==> config.mk <==
export PLATFORM = sky130hd
export DESIGN_NAME = load_history_address_resolver
export DESIGN_NICKNAME = d
export VERILOG_FILES = /design/src/lhar_pkg.sv /design/src/lhar_queue.sv /design/src/lhar_front.sv /design/src/lhar_back.sv /design/src/load_history_address_resolver.sv
export VERILOG_INCLUDE_DIRS = /design/src /design/src/src
export SDC_FILE = /design/constraint.sdc
export NUM_CORES = 1
export LEC_CHECK = 0
export BUFFER_PORTS_ARGS = -buffer_cell sky130_fd_sc_hd__buf_4
export CAP_MARGIN = 20
export CORE_MARGIN = 2
export CORE_UTILIZATION = 45
export CTS_CLUSTER_DIAMETER = 60
export DETAILED_ROUTE_END_ITERATION = 6
export PLACE_DENSITY = 0.7
export SLEW_MARGIN = 20
export SYNTH_ARGS = -nofsm -noshare
export SYNTH_HDL_FRONTEND = slang
export SYNTH_HIERARCHICAL = 1
export SYNTH_SLANG_ARGS = --single-unit
==> constraint.sdc <==
create_clock -name clk -period 6.2 [get_ports clk]
set_input_delay 0.31 -clock clk [delete_from_list [all_inputs] [get_ports clk]]
set_output_delay 0.31 -clock clk [all_outputs]
set_load 0.02 [all_outputs]
==> src/load_history_address_resolver_assert.svh <==
// ---------------------------------------------------------------------------
// load_history_address_resolver assertion macros
// Concurrent checks on clk, disabled while rst_n is low; empty when SYNTH.
// ---------------------------------------------------------------------------
`ifndef LOAD_HISTORY_ADDRESS_RESOLVER_ASSERT_SVH
`define LOAD_HISTORY_ADDRESS_RESOLVER_ASSERT_SVH
`ifndef SYNTH
// same-cycle implication
`define LHAR_ASSERT_NOW(label, ante, cons) \
  label: assert property (@(posedge clk) disable iff (!rst_n) (ante) |-> (cons)) \
    else $error("lhar assertion failed");
// next-cycle implication
`define LHAR_ASSERT_NEXT(label, ante, cons) \
  label: assert property (@(posedge clk) disable iff (!rst_n) (ante) |=> (cons)) \
    else $error("lhar assertion failed");
`else
`define LHAR_ASSERT_NOW(label, ante, cons)
`define LHAR_ASSERT_NEXT(label, ante, cons)
`endif
`endif

==> src/lhar_pkg.sv <==
// ---------------------------------------------------------------------------
// lhar_pkg
// Shared types and constants of the load history address resolver.
// ---------------------------------------------------------------------------
`timescale 1ns / 1ps
`default_nettype none

package lhar_pkg;

  localparam int unsigned ADDR_W  = 16;
  localparam int unsigned QUEUE_D = 2;

  typedef logic [ADDR_W-1:0] addr_t;

  typedef enum logic {
    REQ_RECORD  = 1'b0,
    REQ_RESOLVE = 1'b1
  } req_kind_t;

  // one command word between front and back
  typedef struct packed {
    req_kind_t kind;
    addr_t     addr_a;   // source base, or query address on a resolve
    addr_t     addr_b;   // destination base
    addr_t     len;      // copy length
  } cmd_t;

  typedef struct packed {
    addr_t src;
    addr_t dst;
    addr_t len;
  } rec_t;

  typedef enum logic {
    ST_IDLE = 1'b0,
    ST_SCAN = 1'b1
  } state_t;

endpackage

`default_nettype wire

==> src/lhar_queue.sv <==
// ---------------------------------------------------------------------------
// lhar_queue
// Short command queue between front and back.
// ---------------------------------------------------------------------------
`timescale 1ns / 1ps
`default_nettype none

module lhar_queue (
  input  wire logic          clk,
  input  wire logic          rst_n,
  input  wire logic          push,
  input  wire lhar_pkg::cmd_t push_data,
  output logic               full,
  input  wire logic          pop,
  output logic               empty,
  output lhar_pkg::cmd_t     pop_data
);
  import lhar_pkg::*;

  localparam int unsigned PW = (QUEUE_D > 1) ? $clog2(QUEUE_D) : 1;
  localparam int unsigned CW = $clog2(QUEUE_D + 1);

  cmd_t          slot_r [QUEUE_D];
  logic [PW-1:0] wptr_r, wptr_nxt;
  logic [PW-1:0] rptr_r, rptr_nxt;
  logic [CW-1:0] count_r, count_nxt;
  logic          do_push, do_pop;

  assign full     = (count_r == CW'(QUEUE_D));
  assign empty    = (count_r == '0);
  assign pop_data = slot_r[rptr_r];
  assign do_push  = push && !full;
  assign do_pop   = pop && !empty;

  always_comb begin
    wptr_nxt  = wptr_r;
    rptr_nxt  = rptr_r;
    count_nxt = count_r;
    if (do_push) begin
      wptr_nxt = (wptr_r == PW'(QUEUE_D - 1)) ? '0 : wptr_r + PW'(1);
    end
    if (do_pop) begin
      rptr_nxt = (rptr_r == PW'(QUEUE_D - 1)) ? '0 : rptr_r + PW'(1);
    end
    if (do_push && !do_pop) begin
      count_nxt = count_r + CW'(1);
    end else if (do_pop && !do_push) begin
      count_nxt = count_r - CW'(1);
    end
  end

  always_ff @(posedge clk) begin
    if (!rst_n) begin
      wptr_r  <= '0;
      rptr_r  <= '0;
      count_r <= '0;
    end else begin
      wptr_r  <= wptr_nxt;
      rptr_r  <= rptr_nxt;
      count_r <= count_nxt;
    end
  end

  always_ff @(posedge clk) begin
    if (do_push) begin
      slot_r[wptr_r] <= push_data;
    end
  end

endmodule

`default_nettype wire

==> src/lhar_front.sv <==
// ---------------------------------------------------------------------------
// lhar_front
// Input register: takes a word, sorts it into a record or resolve command.
// ---------------------------------------------------------------------------
`timescale 1ns / 1ps
`default_nettype none

module lhar_front (
  input  wire logic          clk,
  input  wire logic          rst_n,
  input  wire logic          in_valid,
  output logic               in_stall,
  input  wire logic          in_req_type,
  input  wire lhar_pkg::addr_t in_source_base,
  input  wire lhar_pkg::addr_t in_dest_base,
  input  wire lhar_pkg::addr_t in_copy_length,
  input  wire lhar_pkg::addr_t in_query_addr,
  output logic               q_push,
  output lhar_pkg::cmd_t     q_data,
  input  wire logic          q_full
);
  import lhar_pkg::*;

  logic fe_valid_r, fe_valid_nxt;
  cmd_t fe_cmd_r, fe_cmd_nxt;
  logic take;

  assign in_stall = fe_valid_r && q_full;
  assign take     = in_valid && !in_stall;
  assign q_push   = fe_valid_r && !q_full;
  assign q_data   = fe_cmd_r;

  always_comb begin
    fe_valid_nxt = fe_valid_r;
    fe_cmd_nxt   = fe_cmd_r;
    if (!in_stall) begin
      fe_valid_nxt = in_valid;
    end
    if (take) begin
      if (in_req_type == REQ_RESOLVE) begin
        // only the query travels on a resolve
        fe_cmd_nxt.kind   = REQ_RESOLVE;
        fe_cmd_nxt.addr_a = in_query_addr;
        fe_cmd_nxt.addr_b = '0;
        fe_cmd_nxt.len    = '0;
      end else begin
        fe_cmd_nxt.kind   = REQ_RECORD;
        fe_cmd_nxt.addr_a = in_source_base;
        fe_cmd_nxt.addr_b = in_dest_base;
        fe_cmd_nxt.len    = in_copy_length;
      end
    end
  end

  always_ff @(posedge clk) begin
    if (!rst_n) begin
      fe_valid_r <= 1'b0;
    end else begin
      fe_valid_r <= fe_valid_nxt;
    end
  end

  always_ff @(posedge clk) begin
    fe_cmd_r <= fe_cmd_nxt;
  end

endmodule

`default_nettype wire

==> src/lhar_back.sv <==
// ---------------------------------------------------------------------------
// lhar_back
// Record ring memory and newest-first search sequencer with output register.
// ---------------------------------------------------------------------------
`timescale 1ns / 1ps
`default_nettype none
`include "load_history_address_resolver_assert.svh"

module lhar_back #(
  parameter int unsigned HISTORY_DEPTH = 8
) (
  input  wire logic            clk,
  input  wire logic            rst_n,
  input  wire logic            q_empty,
  input  wire lhar_pkg::cmd_t  q_data,
  output logic                 q_pop,
  output logic                 out_valid,
  input  wire logic            out_stall,
  output lhar_pkg::addr_t      out_source_addr,
  output logic                 out_hit
);
  import lhar_pkg::*;

  localparam int unsigned IDX_W  = (HISTORY_DEPTH > 1) ? $clog2(HISTORY_DEPTH) : 1;
  localparam int unsigned FILL_W = $clog2(HISTORY_DEPTH + 1);
  localparam logic [IDX_W-1:0]  LAST_IDX = IDX_W'(HISTORY_DEPTH - 1);
  localparam logic [FILL_W-1:0] FULL_CNT = FILL_W'(HISTORY_DEPTH);

  rec_t mem [HISTORY_DEPTH];
  rec_t rd_data_r;

  state_t            state_r, state_nxt;
  logic [IDX_W-1:0]  slot_r, slot_nxt;
  logic [FILL_W-1:0] fill_r, fill_nxt;
  logic [IDX_W-1:0]  ptr_r, ptr_nxt;
  logic [FILL_W-1:0] cnt_r, cnt_nxt;
  addr_t             query_r, query_nxt;
  logic              out_valid_r, out_valid_nxt;
  addr_t             out_source_r, out_source_nxt;
  logic              out_hit_r, out_hit_nxt;

  logic              wr_en, rd_en;
  logic [IDX_W-1:0]  rd_addr;
  logic              out_free;
  logic              match;
  addr_t             rng_end, resolved;
  logic              last_rec, scan_done, empty_miss;

  function automatic logic [IDX_W-1:0] prev_idx(input logic [IDX_W-1:0] idx);
    prev_idx = (idx == '0) ? LAST_IDX : idx - IDX_W'(1);
  endfunction

  assign out_free = !out_valid_r || !out_stall;

  // a wrapped range ends at or below its start, so it fails q < end
  assign rng_end  = rd_data_r.dst + rd_data_r.len;
  assign resolved = rd_data_r.src + (query_r - rd_data_r.dst);
  assign match    = (rd_data_r.len != '0) && (query_r >= rd_data_r.dst)
                    && (query_r < rng_end);
  assign last_rec = (cnt_r + FILL_W'(1)) == fill_r;
  assign scan_done  = (state_r == ST_SCAN) && (match || last_rec);
  assign empty_miss = (q_data.kind == REQ_RESOLVE) && (fill_r == '0);

  // next state
  always_comb begin
    state_nxt = state_r;
    case (state_r)
      ST_IDLE: begin
        if (!q_empty && q_data.kind == REQ_RESOLVE && !empty_miss) begin
          state_nxt = ST_SCAN;
        end
      end
      ST_SCAN: begin
        if (scan_done && out_free) begin
          state_nxt = ST_IDLE;
        end
      end
      default: state_nxt = ST_IDLE;
    endcase
  end

  // datapath and outputs
  always_comb begin
    slot_nxt       = slot_r;
    fill_nxt       = fill_r;
    ptr_nxt        = ptr_r;
    cnt_nxt        = cnt_r;
    query_nxt      = query_r;
    out_valid_nxt  = out_valid_r && out_stall;
    out_source_nxt = out_source_r;
    out_hit_nxt    = out_hit_r;
    wr_en          = 1'b0;
    rd_en          = 1'b0;
    rd_addr        = ptr_r;
    q_pop          = 1'b0;
    case (state_r)
      ST_IDLE: begin
        if (!q_empty) begin
          if (q_data.kind == REQ_RECORD) begin
            q_pop    = 1'b1;
            wr_en    = 1'b1;
            slot_nxt = (slot_r == LAST_IDX) ? '0 : slot_r + IDX_W'(1);
            if (fill_r != FULL_CNT) begin
              fill_nxt = fill_r + FILL_W'(1);
            end
          end else if (empty_miss) begin
            if (out_free) begin
              q_pop          = 1'b1;
              out_valid_nxt  = 1'b1;
              out_source_nxt = '0;
              out_hit_nxt    = 1'b0;
            end
          end else begin
            // start at the newest record
            q_pop     = 1'b1;
            rd_en     = 1'b1;
            rd_addr   = prev_idx(slot_r);
            ptr_nxt   = prev_idx(slot_r);
            cnt_nxt   = '0;
            query_nxt = q_data.addr_a;
          end
        end
      end
      ST_SCAN: begin
        if (scan_done) begin
          // hold the read data until the output register frees
          if (out_free) begin
            out_valid_nxt  = 1'b1;
            out_source_nxt = match ? resolved : '0;
            out_hit_nxt    = match;
          end
        end else begin
          rd_en   = 1'b1;
          rd_addr = prev_idx(ptr_r);
          ptr_nxt = prev_idx(ptr_r);
          cnt_nxt = cnt_r + FILL_W'(1);
        end
      end
      default: begin
      end
    endcase
  end

  always_ff @(posedge clk) begin
    if (!rst_n) begin
      state_r     <= ST_IDLE;
      slot_r      <= '0;
      fill_r      <= '0;
      out_valid_r <= 1'b0;
    end else begin
      state_r     <= state_nxt;
      slot_r      <= slot_nxt;
      fill_r      <= fill_nxt;
      out_valid_r <= out_valid_nxt;
    end
  end

  always_ff @(posedge clk) begin
    ptr_r        <= ptr_nxt;
    cnt_r        <= cnt_nxt;
    query_r      <= query_nxt;
    out_source_r <= out_source_nxt;
    out_hit_r    <= out_hit_nxt;
  end

  always_ff @(posedge clk) begin
    if (wr_en) begin
      mem[slot_r] <= '{src: q_data.addr_a, dst: q_data.addr_b, len: q_data.len};
    end
  end

  always_ff @(posedge clk) begin
    if (rd_en) begin
      rd_data_r <= mem[rd_addr];
    end
  end

  assign out_valid       = out_valid_r;
  assign out_source_addr = out_source_r;
  assign out_hit         = out_hit_r;

  `LHAR_ASSERT_NOW(a_scan_in_fill, state_r == ST_SCAN, cnt_r < fill_r)
  `LHAR_ASSERT_NOW(a_fill_bound, 1'b1, fill_r <= FULL_CNT)
  `LHAR_ASSERT_NOW(a_miss_zero, out_valid_r && !out_hit_r, out_source_r == '0)
  `LHAR_ASSERT_NOW(a_pop_idle, q_pop, state_r == ST_IDLE && !q_empty)
  `LHAR_ASSERT_NEXT(a_scan_start, state_r == ST_IDLE && rd_en, state_r == ST_SCAN)

endmodule

`default_nettype wire

==> src/load_history_address_resolver.sv <==
// Path: a record word passes the front register and the queue, then is written to the ring;
//   a resolve word passes the same two, then searches up to HISTORY_DEPTH records, newest first.
// Throughput: one record per cycle while the search sequencer is idle and the queue has room; a
//   resolve holds the sequencer while it reads records through the ring's single read port.
// Reset: synchronous active-low rst_n empties the ring and the queue; ring
//   contents are not cleared.
// ---------------------------------------------------------------------------
// load_history_address_resolver
// Ring of recent copy records; resolves a destination address to its source.
// ---------------------------------------------------------------------------
`timescale 1ns / 1ps
`default_nettype none

module load_history_address_resolver #(
  parameter int unsigned HISTORY_DEPTH = 8
) (
  input  wire logic            clk,
  input  wire logic            rst_n,
  input  wire logic            in_valid,
  output logic                 in_stall,
  input  wire logic            in_req_type,
  input  wire lhar_pkg::addr_t in_source_base,
  input  wire lhar_pkg::addr_t in_dest_base,
  input  wire lhar_pkg::addr_t in_copy_length,
  input  wire lhar_pkg::addr_t in_query_addr,
  output logic                 out_valid,
  input  wire logic            out_stall,
  output lhar_pkg::addr_t      out_source_addr,
  output logic                 out_hit
);
  import lhar_pkg::*;

  logic push, full, pop, empty;
  cmd_t push_data, pop_data;

  lhar_front u_front (
    .clk            (clk),
    .rst_n          (rst_n),
    .in_valid       (in_valid),
    .in_stall       (in_stall),
    .in_req_type    (in_req_type),
    .in_source_base (in_source_base),
    .in_dest_base   (in_dest_base),
    .in_copy_length (in_copy_length),
    .in_query_addr  (in_query_addr),
    .q_push         (push),
    .q_data         (push_data),
    .q_full         (full)
  );

  lhar_queue u_queue (
    .clk       (clk),
    .rst_n     (rst_n),
    .push      (push),
    .push_data (push_data),
    .full      (full),
    .pop       (pop),
    .empty     (empty),
    .pop_data  (pop_data)
  );

  lhar_back #(
    .HISTORY_DEPTH (HISTORY_DEPTH)
  ) u_back (
    .clk             (clk),
    .rst_n           (rst_n),
    .q_empty         (empty),
    .q_data          (pop_data),
    .q_pop           (pop),
    .out_valid       (out_valid),
    .out_stall       (out_stall),
    .out_source_addr (out_source_addr),
    .out_hit         (out_hit)
  );

endmodule

`default_nettype wire

==> run summary <==
Final setup margin: 0.281 ns
Slew Limit Fails: 0
CTS buffer count: 67
P&R area growth vs syn: 16.9%
Total chip power: 12.9 mW
Leak: 10.5 nW
Clock Tree Buf Depth: 3
Root buffer cell: clkbuf_16
Drt initial violations: 1298
WP data required: 6.55 ns
Area of the die: 62000 um^2
Fin crit share: 0.955
Arr. time, crit path: 6.27 ns
Top Ports: 88
WL final: 59800 um
GRT Overall Usage: 0.191
Final setup TNS: 0 ns
CP max FO: 43
Die Height: 249 um
Largest stage delay, worst path: 0.43 ns
Synth Warn #: 6
Final Hold Viols: 0
Crit path launch type: flop
Antenna violations before repair: 0
Critical path startpoint: u_back/rd_data_r[0]
Pre-CTS setup slack: -0.00769 ns
Cell accounting for the most synthesized area: edfxtp_1
Least-Margin Pin Slew: 0.989 ns
GR Overflow Total: 0
Reg clk slew, reported paths: 0.06 ns
Synth top area share: 0.685
Critical path type: flop to flop
Hold Startpoint: in_dest_base[7]
Final Core Density: 0.534
Drt first pass iters: 5
Max-cap viol count: 0
Die W: 249 um
Clk_skew: 0.0418 ns
Port Buf Inserts: 87
Worst-path cell chain: ha_1, fa_1, a21o_1, a21oi_1, o21ai_0, a21o_1, a21oi_1, o21ai_0, o41ai_2, buf_4, nor3_1, a311oi_1, ha_1, a21o_1, a21oi_1, nand2_1, or3_1, o311ai_4, buf_4, nor2_4, or2_4, buf_12, a211oi_1, nor4_1
CTS tree: yes
H-tree depth: 3
Via count: 15600
Syn Area/Cell: 15.4 um^2
Max stage delay cell, worst path: a211oi_1
Core area: 59100 um^2
Syn Nets: 1914
Synth Cell Area: 27000 um^2
Dpl hpwl: 34600 um
Worst r2r src: u_back/rd_data_r[0]
First-pass GRT wire length: 91000 um
Final setup vio count: 0
Worst hold-check path type: primary input to flop
Synth cell types: 61
Std cell rows: 89
Share of layout cells above drive strength 1: 0.163
Hold Slack: 0.0121 ns
#FFs+latches synth: 634
Peak VDD IR: 0.000307 V
ANT cells: 0
Max_slew headroom: 0.335
Clock Latency Late Sink: 0.62 ns
Pwr dens: 409 nW/um^2
Initial core utilization: 0.457
GPL Wtd Cong: 0.857
Total Nets Final: 2083
DR DRC count: 0
Clk sinks: 634
Ys flop type: edfxtp_1
Drt wl/cell: 21.7 um
Min Tclk post-route: 5.92 ns
Mean number of vias per cell: 5.68
Status: finished, final reports clean
Gate Count Post-Synth: 1757
FFs w/ async S/R, synth: 0
Antenna-violating nets left: 0
Largest net degree at the start of global routing: 77
Fmax: 169 MHz
Post-synthesis sequential area ratio: 0.698
CP endpoint kind: flop
Top area cells in the synthesized netlist: edfxtp_1 (68%), nor3b_1 (5.4%), a211oi_1 (5.2%), ha_1 (3.3%), mux2_2 (2.0%)
Number of global-route vias before repair: 15800
Number of synthesized flops with an enable pin: 616
==> metrics by stage <==
step	std cells	instance area [um^2]
6_report	2749	31600
5_1_grt	2749	31600
4_1_cts	2744	31400
3_5_place_dp	2564	28800
3_3_place_gp	2564	28800
2_1_floorplan	1757	27000
==> synth_stat cells, types with 11 or more instances <==
master	n
a211oi_1	188
a21oi_1	28
buf_2	17
clkbuf_1	70
dfxtp_1	18
edfxtp_1	616
fa_1	16
ha_1	72
inv_1	95
mux2_2	47
nand2_1	35
nand3_1	11
nor2_1	40
nor2b_1	48
nor3_1	15
nor3b_1	194
nor4_1	52
o21ai_0	21
xnor2_1	22
xor2_1	15
==> report_power, final <==
part,internal [mW],total (mW),switching [mW]
clock network,2.09,3.69,1.60
logic,1.32,3.68,2.36
registers,5.38,5.55,0.171
total,8.78,12.9,4.14
==> worst paths after layout <==
check                               end  slack [ns]  depth (start not counted)
setup / recovery   u_back/rd_data_r[39]        0.28                         24
hold / removal       u_front/q_data[23]        0.01                          2
setup reg to reg   u_back/rd_data_r[39]        0.28                         24
hold reg to reg   u_queue/slot_r[1][42]        0.44                          0
==> flip-flops by register name, indices dropped and copies added, names as in the netlist, 4 cells and up, named ones only <==
name,flops
u_queue/slot_r,98
u_back/cnt_r,4
u_back/mem,384
u_back/out_source_addr,16
u_back/fill_r,4
u_back/rd_data_r,48
u_front/q_data,49
u_back/query_r,16
==> cell usage in the layout (no fill, tap or decap), drive strengths merged, types with 30 or more instances in the layout <==
cell type and count:
edfxtp 616, a211oi 198, nor3b 194, buf 136
inv 99, clkbuf 85, ha 72, mux2 65
dlygate4sd3 61, nor4 52, nor2b 48, nor2 40
nand2 35, clkinv 30
==> area by class of cell <==
| cell class | instances | area (um^2) |
|---|---|---|
| timing repair buffer | 198 | 1850 |
| tap | 773 | 967 |
| inverter | 96 | 360 |
| sequential | 634 | 18900 |
| fill | 4646 | 27600 |
| clock buffer | 84 | 1770 |
| multi-input combinational | 929 | 7500 |
| clock inverter | 35 | 275 |
==> what timing repair did <==
item                                   CTS  global route
hold buffers                            61             0
setup endpoints to repair                1            44
endpoints found under the hold margin   45             0
gates cloned                             0             1
buffers inserted                         0             1
resized for setup                        1            10
pin swaps                                0             4
==> logic make-up (layout without fill, tap and decap cells) <==
kind of cell | after synthesis | in the layout | share of synthesized area
flops | 634 | 634 | 0.698
simple gates | 440 | 440 | 0.103
compound gates | 293 | 293 | 0.0808
buf+inv | 194 | 413 | 0.0301
fa+ha+maj | 88 | 88 | 0.0452
mux | 71 | 71 | 0.0304
xor+xnor | 37 | 37 | 0.0120
==> per-layer routing <==
layer,up-vias,track usage,wire (um)
met1,7852,0.249,25100
li1,7169,-,-
met5,-,0,0
met4,0,0.0693,1590
met3,96,0.0395,3930
met2,498,0.319,29200
==> worst max-delay path, delay by kind of cell (launching register included) <==
family / cells / cell delay (ns)
and+or+nand+nor: 6 / 1.08
buffers and inverters: 3 / 0.60
AOI/OAI and AO/OA: 12 / 2.56
adders and majority gates: 3 / 0.96
DFF: 1 / 0.40
Note: power is estimated with default switching activity, not from simulation.
